$ cat src/rtl/cfb_pkg.sv
package cfb_pkg;

  localparam logic [15:0] CRC_INIT = 16'hFFFF;
  localparam logic [15:0] CRC_POLY = 16'h1021;
  localparam logic [16:0] FRAME_OVERHEAD = 17'd9;
  localparam logic [16:0] MAX_FRAME_RESET = 17'd180;

  localparam int BURST_DEPTH = 9;

  localparam logic [1:0] REG_MAGIC_FIRST = 2'd0;
  localparam logic [1:0] REG_MAGIC_SECOND = 2'd1;
  localparam logic [1:0] REG_MAX_FRAME = 2'd2;

  typedef struct packed {
    logic        is_header;
    logic [7:0]  frame_type;
    logic [7:0]  session_id;
    logic [7:0]  sequence_req;
    logic [15:0] payload_length;
    logic [7:0]  payload_byte;
  } cfb_item_t;

  // One byte through CRC-16/CCITT, MSB first.
  function automatic logic [15:0] crc_byte(input logic [15:0] crc, input logic [7:0] data);
    logic [15:0] c;
    c = crc ^ {data, 8'h00};
    for (int b = 0; b < 8; b++) begin
      if (c[15]) begin
        c = {c[14:0], 1'b0} ^ CRC_POLY;
      end else begin
        c = {c[14:0], 1'b0};
      end
    end
    return c;
  endfunction

endpackage

$ cat src/rtl/cfb_if.sv
interface cfb_item_if;
  logic        valid;
  logic        ready;
  logic        is_header;
  logic [7:0]  frame_type;
  logic [7:0]  session_id;
  logic [7:0]  sequence_req;
  logic [15:0] payload_length;
  logic [7:0]  payload_byte;

  modport source (
    output valid, is_header, frame_type, session_id, sequence_req, payload_length,
           payload_byte,
    input  ready
  );
  modport sink (
    input  valid, is_header, frame_type, session_id, sequence_req, payload_length,
           payload_byte,
    output ready
  );
endinterface

interface cfb_result_if;
  logic       valid;
  logic       ready;
  logic [7:0] frame_byte;
  logic       end_of_frame;

  modport source (
    output valid, frame_byte, end_of_frame,
    input  ready
  );
  modport sink (
    input  valid, frame_byte, end_of_frame,
    output ready
  );
endinterface

$ cat src/rtl/crc_frame_builder_top.sv
// Each accepted transaction goes via the item FIFO into the output burst register.
// Throughput: one payload transaction per cycle while the output accepts; a header that
// fits max frame size yields 7 output bytes (9 with empty payload), the last payload
// byte 3, one byte per cycle, so the output port sets the pace during those bursts.
// Reset (rst, synchronous): empties the input buffer and output burst, closes any
// frame, CRC to 0xFFFF; registers to magic 0/0 and max frame size 180.
module crc_frame_builder_top (
  input  logic        clk,
  input  logic        rst,
  cfb_item_if.sink    item,
  cfb_result_if.source result,
  input  logic        psel,
  input  logic        penable,
  input  logic        pwrite,
  input  logic [3:0]  paddr,
  input  logic [31:0] pwdata,
  output logic [31:0] prdata,
  output logic        pready
);
  import cfb_pkg::*;

  logic [7:0]  magic_first;
  logic [7:0]  magic_second;
  logic [16:0] max_frame_bytes;
  logic [15:0] magic_crc;

  logic [15:0] crc_acc;
  logic [15:0] remaining;
  logic        frame_open;
  logic        frame_dropping;

  logic [7:0]  burst [BURST_DEPTH];
  logic [3:0]  burst_cnt;
  logic        burst_eof;

  logic        head_valid;
  cfb_item_t   head;
  logic        pop;
  logic        take;

  logic [15:0] crc_acc_next;
  logic [15:0] remaining_next;
  logic        frame_open_next;
  logic        frame_dropping_next;
  logic [7:0]  burst_next [BURST_DEPTH];
  logic [3:0]  burst_cnt_next;
  logic        burst_eof_next;
  logic [15:0] c;
  logic [15:0] rem_dec;

  cfb_item_fifo u_fifo (
    .clk        (clk),
    .rst        (rst),
    .item       (item),
    .pop        (pop),
    .head_valid (head_valid),
    .head       (head)
  );

  // Configuration
  assign pready = 1'b1;

  always_ff @(posedge clk) begin
    if (rst) begin
      magic_first     <= 8'd0;
      magic_second    <= 8'd0;
      max_frame_bytes <= MAX_FRAME_RESET;
    end else if (psel && penable && pwrite && pready) begin
      unique case (paddr[3:2])
        REG_MAGIC_FIRST:  magic_first <= pwdata[7:0];
        REG_MAGIC_SECOND: magic_second <= pwdata[7:0];
        REG_MAX_FRAME:    max_frame_bytes <= pwdata[16:0];
        default: ;
      endcase
    end
  end

  always_comb begin
    unique case (paddr[3:2])
      REG_MAGIC_FIRST:  prdata = {24'd0, magic_first};
      REG_MAGIC_SECOND: prdata = {24'd0, magic_second};
      REG_MAX_FRAME:    prdata = {15'd0, max_frame_bytes};
      default:          prdata = 32'd0;
    endcase
  end

  // CRC over the two sync bytes, kept ready for the next header
  always_ff @(posedge clk) begin
    magic_crc <= crc_byte(crc_byte(CRC_INIT, magic_first), magic_second);
  end

  // Output burst
  assign result.valid = (burst_cnt != 4'd0);
  assign result.frame_byte = burst[0];
  assign result.end_of_frame = burst_eof && (burst_cnt == 4'd1);
  assign take = result.valid && result.ready;
  assign pop = head_valid && ((burst_cnt == 4'd0) || ((burst_cnt == 4'd1) && result.ready));

  always_comb begin
    crc_acc_next        = crc_acc;
    remaining_next      = remaining;
    frame_open_next     = frame_open;
    frame_dropping_next = frame_dropping;
    burst_cnt_next      = 4'd0;
    burst_eof_next      = 1'b0;
    for (int i = 0; i < BURST_DEPTH; i++) begin
      burst_next[i] = 8'd0;
    end
    c       = magic_crc;
    rem_dec = remaining - 16'd1;

    if (head.is_header) begin
      frame_open_next     = 1'b0;
      frame_dropping_next = 1'b0;
      crc_acc_next        = CRC_INIT;
      remaining_next      = 16'd0;
      if (({1'b0, head.payload_length} + FRAME_OVERHEAD) > max_frame_bytes) begin
        if (head.payload_length != 16'd0) begin
          frame_dropping_next = 1'b1;
          remaining_next      = head.payload_length;
        end
      end else begin
        c = crc_byte(c, head.frame_type);
        c = crc_byte(c, head.session_id);
        c = crc_byte(c, head.sequence_req);
        c = crc_byte(c, head.payload_length[7:0]);
        c = crc_byte(c, head.payload_length[15:8]);
        burst_next[0] = magic_first;
        burst_next[1] = magic_second;
        burst_next[2] = head.frame_type;
        burst_next[3] = head.session_id;
        burst_next[4] = head.sequence_req;
        burst_next[5] = head.payload_length[7:0];
        burst_next[6] = head.payload_length[15:8];
        if (head.payload_length == 16'd0) begin
          burst_next[7]  = c[7:0];
          burst_next[8]  = c[15:8];
          burst_cnt_next = 4'd9;
          burst_eof_next = 1'b1;
        end else begin
          frame_open_next = 1'b1;
          remaining_next  = head.payload_length;
          crc_acc_next    = c;
          burst_cnt_next  = 4'd7;
        end
      end
    end else if (frame_dropping) begin
      remaining_next = rem_dec;
      if (rem_dec == 16'd0) begin
        frame_dropping_next = 1'b0;
      end
    end else if (frame_open) begin
      c              = crc_byte(crc_acc, head.payload_byte);
      burst_next[0]  = head.payload_byte;
      remaining_next = rem_dec;
      if (rem_dec == 16'd0) begin
        burst_next[1]   = c[7:0];
        burst_next[2]   = c[15:8];
        burst_cnt_next  = 4'd3;
        burst_eof_next  = 1'b1;
        frame_open_next = 1'b0;
        crc_acc_next    = CRC_INIT;
      end else begin
        crc_acc_next   = c;
        burst_cnt_next = 4'd1;
      end
    end
  end

  always_ff @(posedge clk) begin
    if (rst) begin
      crc_acc        <= CRC_INIT;
      remaining      <= 16'd0;
      frame_open     <= 1'b0;
      frame_dropping <= 1'b0;
      burst_cnt      <= 4'd0;
      burst_eof      <= 1'b0;
    end else if (pop) begin
      crc_acc        <= crc_acc_next;
      remaining      <= remaining_next;
      frame_open     <= frame_open_next;
      frame_dropping <= frame_dropping_next;
      burst_cnt      <= burst_cnt_next;
      burst_eof      <= burst_eof_next;
    end else if (take) begin
      burst_cnt <= burst_cnt - 4'd1;
    end
  end

  always_ff @(posedge clk) begin
    if (pop) begin
      burst <= burst_next;
    end else if (take) begin
      for (int i = 0; i < BURST_DEPTH - 1; i++) begin
        burst[i] <= burst[i + 1];
      end
      burst[BURST_DEPTH - 1] <= 8'd0;
    end
  end

endmodule

$ cat src/rtl/cfb_item_fifo.sv
module cfb_item_fifo (
  input  logic               clk,
  input  logic               rst,
  cfb_item_if.sink           item,
  input  logic               pop,
  output logic               head_valid,
  output cfb_pkg::cfb_item_t head
);
  import cfb_pkg::*;

  cfb_item_t  entries [2];
  logic       wr_ptr;
  logic       rd_ptr;
  logic [1:0] count;
  logic       push;
  logic       do_pop;

  assign item.ready = (count != 2'd2);
  assign push = item.valid && item.ready;
  assign head_valid = (count != 2'd0);
  assign head = entries[rd_ptr];
  assign do_pop = pop && head_valid;

  always_ff @(posedge clk) begin
    if (push) begin
      entries[wr_ptr] <= '{
        is_header:      item.is_header,
        frame_type:     item.frame_type,
        session_id:     item.session_id,
        sequence_req:   item.sequence_req,
        payload_length: item.payload_length,
        payload_byte:   item.payload_byte
      };
    end
  end

  always_ff @(posedge clk) begin
    if (rst) begin
      wr_ptr <= 1'b0;
      rd_ptr <= 1'b0;
      count  <= 2'd0;
    end else begin
      if (push) begin
        wr_ptr <= ~wr_ptr;
      end
      if (do_pop) begin
        rd_ptr <= ~rd_ptr;
      end
      case ({push, do_pop})
        2'b10:   count <= count + 2'd1;
        2'b01:   count <= count - 2'd1;
        default: count <= count;
      endcase
    end
  end

endmodule
$ cat src/flat_wrapper.sv
// flat-port wrapper written by rule: the top's interface ports become plain ports
module crc_frame_builder_top_flat import cfb_pkg::*;
  (clk, rst, psel, penable, pwrite, paddr, pwdata, prdata, pready, item_valid, item_is_header, item_frame_type, item_session_id, item_sequence_req, item_payload_length, item_payload_byte, item_ready, result_valid, result_frame_byte, result_end_of_frame, result_ready);
  cfb_item_if item_i ();
  cfb_result_if result_i ();
  input  logic clk;
  input  logic rst;
  input  logic psel;
  input  logic penable;
  input  logic pwrite;
  input  logic [3:0] paddr;
  input  logic [31:0] pwdata;
  output logic [31:0] prdata;
  output logic pready;
  input wire logic [$bits(item_i.valid)-1:0] item_valid;
  input wire logic [$bits(item_i.is_header)-1:0] item_is_header;
  input wire logic [$bits(item_i.frame_type)-1:0] item_frame_type;
  input wire logic [$bits(item_i.session_id)-1:0] item_session_id;
  input wire logic [$bits(item_i.sequence_req)-1:0] item_sequence_req;
  input wire logic [$bits(item_i.payload_length)-1:0] item_payload_length;
  input wire logic [$bits(item_i.payload_byte)-1:0] item_payload_byte;
  output wire logic [$bits(item_i.ready)-1:0] item_ready;
  output wire logic [$bits(result_i.valid)-1:0] result_valid;
  output wire logic [$bits(result_i.frame_byte)-1:0] result_frame_byte;
  output wire logic [$bits(result_i.end_of_frame)-1:0] result_end_of_frame;
  input wire logic [$bits(result_i.ready)-1:0] result_ready;
  assign item_i.valid = item_valid;
  assign item_i.is_header = item_is_header;
  assign item_i.frame_type = item_frame_type;
  assign item_i.session_id = item_session_id;
  assign item_i.sequence_req = item_sequence_req;
  assign item_i.payload_length = item_payload_length;
  assign item_i.payload_byte = item_payload_byte;
  assign item_ready = item_i.ready;
  assign result_valid = result_i.valid;
  assign result_frame_byte = result_i.frame_byte;
  assign result_end_of_frame = result_i.end_of_frame;
  assign result_i.ready = result_ready;
  crc_frame_builder_top u_core (.clk(clk), .rst(rst), .item(item_i), .result(result_i), .psel(psel), .penable(penable), .pwrite(pwrite), .paddr(paddr), .pwdata(pwdata), .prdata(prdata), .pready(pready));
endmodule
$ cat config.mk
export PLATFORM = sky130hd
export DESIGN_NAME = crc_frame_builder_top_flat
export DESIGN_NICKNAME = d
export VERILOG_FILES = /design/src/rtl/cfb_pkg.sv /design/src/rtl/cfb_if.sv /design/src/rtl/crc_frame_builder_top.sv /design/src/rtl/cfb_item_fifo.sv /design/src/flat_wrapper.sv
export SDC_FILE = /design/constraint.sdc
export NUM_CORES = 1
export LEC_CHECK = 0
export BUFFER_PORTS_ARGS = -buffer_cell sky130_fd_sc_hd__clkbuf_2
export CAP_MARGIN = 20
export CELL_PAD_IN_SITES_DETAIL_PLACEMENT = 1
export CELL_PAD_IN_SITES_GLOBAL_PLACEMENT = 2
export CORE_ASPECT_RATIO = 1.25
export CORE_MARGIN = 2
export CORE_UTILIZATION = 40
export CTS_CLUSTER_DIAMETER = 120
export DETAILED_ROUTE_END_ITERATION = 8
export PLACE_DENSITY_LB_ADDON = 0.1
export SETUP_SLACK_MARGIN = 0.2
export SYNTH_ARGS = -nofsm -noshare
export SYNTH_HDL_FRONTEND = slang
export SYNTH_SLANG_ARGS = --single-unit
$ cat constraint.sdc
create_clock -name clk -period 6.55 [get_ports clk]
set_input_delay 0 -clock clk [delete_from_list [all_inputs] [get_ports clk]]
set_output_delay 0 -clock clk [all_outputs]
set_load 0.01 [all_outputs]
==> Yosys cells after proc, flatten, opt, wreduce, memory -nomap -nowiden <==
Memories as Yosys holds them, arrays and structs flattened. A register that Yosys moved wholly into a read port is not among the register bits.
Index checks and enable logic that the tools add are counted.
{ "totals": {"register_bits": 164, "ramBits": 98, "inputBits": 92, "output_inout_bits": 44, "elab_cells": 351, "n_memories": 1} }
{ "op_classes": {"n_addsub": 5, "magnitude_cmp": 1, "n_eq_ne": 7, "muxes": 214, "n_bitwise": 74, "reduce_logical": 26} }
{ "memory_table": {"columns": ["memory", "depth", "width", "read_ports", "rd_clocked_by_memory_dff", "wr", "line_no", "rtl"], "rows": [
  ["u_core.u_fifo.entries", 2, 49, 1, 1, 1, "cfb_item_fifo.sv:11", "cfb_item_t entries [2];"]
]} }
{ "op_table": {"columns": ["operator", "n"], "rows": [
  ["$mux W16", 113],
  ["$mux W13", 64],
  ["$mux W72", 3],
  ["$not A3 Y3", 64],
  ["$xor A16 B16 Y16", 7],
  ["$mux W24", 3],
  ["$pmux W17 S3", 1],
  ["$mux W48", 1],
  ["$logic_not A16 Y1", 2],
  ["$mux W4", 7],
  ["$mux W1", 20],
  ["$add A16 B4 Y17 const B", 1],
  ["$gt A17 B17 Y1", 1],
  ["$not A16 Y16", 1],
  ["$reduce_bool A16 Y1", 1],
  ["$sub A16 B1 Y16 const B", 1],
  ["$reduce_and A2 Y1", 5],
  ["$logic_and A1 B1 Y1", 8],
  ["$reduce_bool A2 Y1", 4],
  ["$eq A2 B1 Y1 const B", 2],
  ["$eq A2 B2 Y1 const B", 2],
  ["$eq A4 B1 Y1 const B", 1],
  ["$logic_not A4 Y1", 1],
  ["$ne A2 B2 Y1 const B", 2],
  ["other kinds (11)", 12]
]} }

==> Logic depth before layout (Yosys ltp) <==
{ "depth": {"ltp_word": 167, "ltp_mapped": 25, "mapped_depth_nobuf": 18} }

==> Hierarchy <==
A second synthesis with hierarchy kept.
{ "hier_totals": {"cells_unflattened": 1263, "area_unflattened_um2": 13619.3} }
{ "by_module_without_submodules": {"columns": ["module", "instances", "cells_per_inst", "area_per_inst_um2", "seq_area_each_um2"], "rows": [
  ["crc_frame_builder_top", 1, 1087, 9874.5, 3923.8],
  ["cfb_item_fifo", 1, 176, 3744.8, 3042.9]
]} }

==> Least setup slack after synthesis <==
OpenSTA, ideal clock, no wires.
{ "synth_path": {"kind": "register -> register", "from": "reg (tool-made name)", "to": "reg u_core.burst, in the netlist u_core.result.frame_byte[7] (data pin)", "setup_time_ps": 146, "t_arrival_ps": 4862, "required_ps": 6404, "path_slack_ps": 1542, "stages_incl_launch_ff": 24, "path_buffers": 8, "synth_period_minus_slack_ps": 5008, "path_cell_list": "dfxtp_1 buf_6 buf_6 buf_6 buf_4 buf_4 buf_2 mux2i_1 or4_1 or2_2 nor2_1 nand2_1 xor2_1 ha_1 a21o_1 a21o_1 a21oi_1 nand3_1 o31ai_1 and2_1 buf_2 clkbuf_1 a21oi_1 a21oi_1"} }
{ "synth_lines": {"columns": ["item", "line_no", "rtl"], "rows": [
  ["to (signal assigned)", "crc_frame_builder_top.sv:192", "burst <= burst_next;"],
  ["to (signal, indexed assignment)", "crc_frame_builder_top.sv:195", "burst[i] <= burst[i + 1];"],
  ["to (decl)", "crc_frame_builder_top.sv:32", "logic [7:0] burst [BURST_DEPTH];"]
]} }

==> impl_metrics.env <==
export IMPL_status="completed"
export IMPL_endpoint_kind="register"
export IMPL_antenna_found_initial=0
export IMPL_cp_start_kind="register"
export IMPL_rrSetupSlack_ps=1330
export IMPL_start_util=0.403
export IMPL_fmax_mhz=191
export IMPL_ys_async_sr_fraction=0
export IMPL_fin_nets=1554
export IMPL_yosysUniqueCellTypes=63
export IMPL_gp_congestion=0.821
export IMPL_grt_pass1_wl_mm=63.5
export IMPL_yosysSeqAreaShare=0.493
export IMPL_setup_worst_path_class="reg -> reg"
export IMPL_setup_viol=0
export IMPL_post_route_util=0.475
export IMPL_setup_tns_ps=0
export IMPL_detail_route_antenna_nets=0
export IMPL_yosys_area_top_type="edfxtp_1"
export IMPL_critPathMaxFanout=30
export IMPL_place_ws_ps=1310
export IMPL_dieArea_um2=36900
export IMPL_max_cap_violations=0
export IMPL_track_usage=0.231
export IMPL_htreeDepth=1
export IMPL_rsz0062_at_grt="false"
export IMPL_core_um2=35100
export IMPL_routedWlPerCell_um=21.7
export IMPL_cts_clk_slew_worst_paths_ps=60
export IMPL_clk_path_buf_depth=3
export IMPL_worst_path_max_delay_cell="dfxtp_4"
export IMPL_cts_buffers=29
export IMPL_wl_mm=42.0
export IMPL_first_pass_iters=4
export IMPL_routed_via_density=5.15
export IMPL_synth_seq_cells=263
export IMPL_io_buffers=102
export IMPL_syn_instance_count=1284
export IMPL_cts_tree="built"
export IMPL_fp_dieH_um=214
export IMPL_ctsResizeCount=0
export IMPL_synth_edff_count=170
export IMPL_arrival_ps=5640
export IMPL_grt_pass1_vias=10500
export IMPL_cts_sinks=263
export IMPL_finalCritPeriodShare=0.798
export IMPL_syn2layout_area_growth_pct=17.9
export IMPL_synthMostInstantiatedCell="edfxtp_1"
export IMPL_path_cells="mux2i_1, buf_4, inv_1, ha_1, a21boi_0, or3_1, nor2_1, nand2_1, xor2_1, ha_1, a21o_1, a21o_1, a21oi_1, nand3_1, o31ai_1, buf_4, and2_1, buf_4, nand2_1, nor2_1, a31oi_1"
export IMPL_n_antenna_cell=0
export IMPL_drt_iter0_markers=545
export IMPL_io_pins=136
export IMPL_grt_ovfl_total=0
export IMPL_cpPeakStageDelay_ps=720
export IMPL_core_rowCount=77
export IMPL_min_path_type="in -> reg"
export IMPL_fp_dieW_um=172
export IMPL_clock_latency_ps=560
export IMPL_slew_headroom=0.298
export IMPL_postCtsSetupBuffers=0
export IMPL_dp_hpwl_mm=29.8
export IMPL_drive_above_1_share=0.149
export IMPL_hold_viol=0
export IMPL_clockRootBuffer="clkbuf_16"
export IMPL_avgSynthCellArea_um2=11.0
export IMPL_drc=0
export IMPL_syn_area_um2=14100
export IMPL_synth_main_ff_cell="edfxtp_1"
export IMPL_tightest_slew_ps=1020
export IMPL_grt_max_degree=81
export IMPL_ys_warn_count=0
export IMPL_crit_top_cell="buf_4"
export IMPL_dr_total_vias=9956
export IMPL_finalClockSkew_ps=9.45
export IMPL_finalWorstSetupSlack_ps=1330
export IMPL_netlist_area_leader_share=0.361
export IMPL_period_needed_ps=5220
export IMPL_yosys_top_cells_area="edfxtp_1 36%, dfxtp_1 13%, xnor2_1 6.7%"
export IMPL_slew_viol_final=0
export IMPL_worstPathRequired_ps=6970
export IMPL_synthTopCellsByCount="170 x edfxtp_1, 120 x nand2_1, 108 x nor2_1, 108 x xnor2_1, 93 x dfxtp_1"
==> cells in the final DEF (no fill, tap or decap), types with 7 or more instances in the layout <==
cell type      netlist  final
a211o_1              7      7
a21oi_1             70     70
a221oi_1             9      9
a22oi_1             13     13
and2_1              13     13
buf_4               27     29
clkbuf_1            52     10
clkbuf_16            0     29
clkbuf_2             0    102
conb_1               2     16
dfxtp_1             93     92
dlygate4sd3_1        0     68
edfxtp_1           170    170
ha_1                24     24
inv_1               33     32
mux2_2               8      8
mux2i_1             69     68
nand2_1            120    120
nand2b_1             7      7
nand3_1              8      8
nand4_1              7      7
nor2_1             108    107
nor3_1              25     25
o21ai_0             60     60
o21ai_1              7      7
o22ai_1              9      9
o31ai_1             36     36
xnor2_1            108    108
xnor2_2             10     10
xnor3_1             19     19
xor2_1              67     67
==> cell families (layout without fill, tap and decap cells) <==
logic type | count (synthesis) | count (layout) | synth area share
adder cells (fa/ha/maj) | 24 | 24 | 0.0212
AND/OR/NAND/NOR | 331 | 331 | 0.106
buffers and inverters | 124 | 286 | 0.0420
multiplexers | 84 | 84 | 0.0633
AO/OA/AOI/OAI | 241 | 241 | 0.105
other | 2 | 16 | 0.000531
XOR/XNOR | 215 | 215 | 0.169
flip-flops | 263 | 263 | 0.493
==> sequential cells by signal (all words and copies together), names as in the netlist, 16 cells and up, named ones only <==
name	flops
u_core.crc_acc	16
u_core.magic_crc	16
u_core.remaining	16
u_core.max_frame_bytes	17
u_core.burst	64
u_core.u_fifo.entries	98
==> worst max-delay path, delay by kind of cell (launching register included) <==
kind,cells,cell delay (ps)
xor+xnor,1,160
compound gates,6,1040
mux,1,160
buf+inv,4,770
flops,1,720
simple gates,7,1690
fa+ha+maj,2,520
==> path summary, 6_finish.rpt <==
check / start / to / depth (start not counted)
worst max register to register: register / u_core.crc_acc[14] / 21
worst min-delay path: penable / u_core.max_frame_bytes[16] / 6
worst min register to register: u_core.max_frame_bytes[15] / u_core.max_frame_bytes[15] / 2
worst max-delay path: register / u_core.crc_acc[14] / 21
==> per-layer routing <==
metal  GRT usage  up-vias  share of wire
met5           0        -              0
met4      0.0742        0          0.032
met3      0.0223       61          0.027
met2       0.421      148           0.52
met1       0.283     4922           0.42
li1            -     4825              -
==> per-stage QoR <==
step           std cells  cell area [um^2]  hold WS, ps
3_3_place_gp        1812             15100          189
2_1_floorplan       1298             14200         98.9
5_1_grt             1934             16700          180
6_report            1934             16700          142
4_1_cts             1933             16600          134
3_5_place_dp        1812             15100          195
==> area by class of cell <==
cell class,instances,area (um^2)
clock inverters,10,78.8
clock buffers,43,818
inverters,33,124
repair buffers,200,1440
well taps,474,593
fillers,3889,18400
multi-input cells,911,6650
flip-flops and latches,263,6970
==> what timing repair did <==
item	in CTS	in global routing
endpoints found under the setup margin	0	0
hold buffers	68	0
endpoints found under the hold margin	134	0
Power is left out: the tool's default activity adds up to more than one toggle a clock period on the data nets, which glitch-free logic cannot reach.
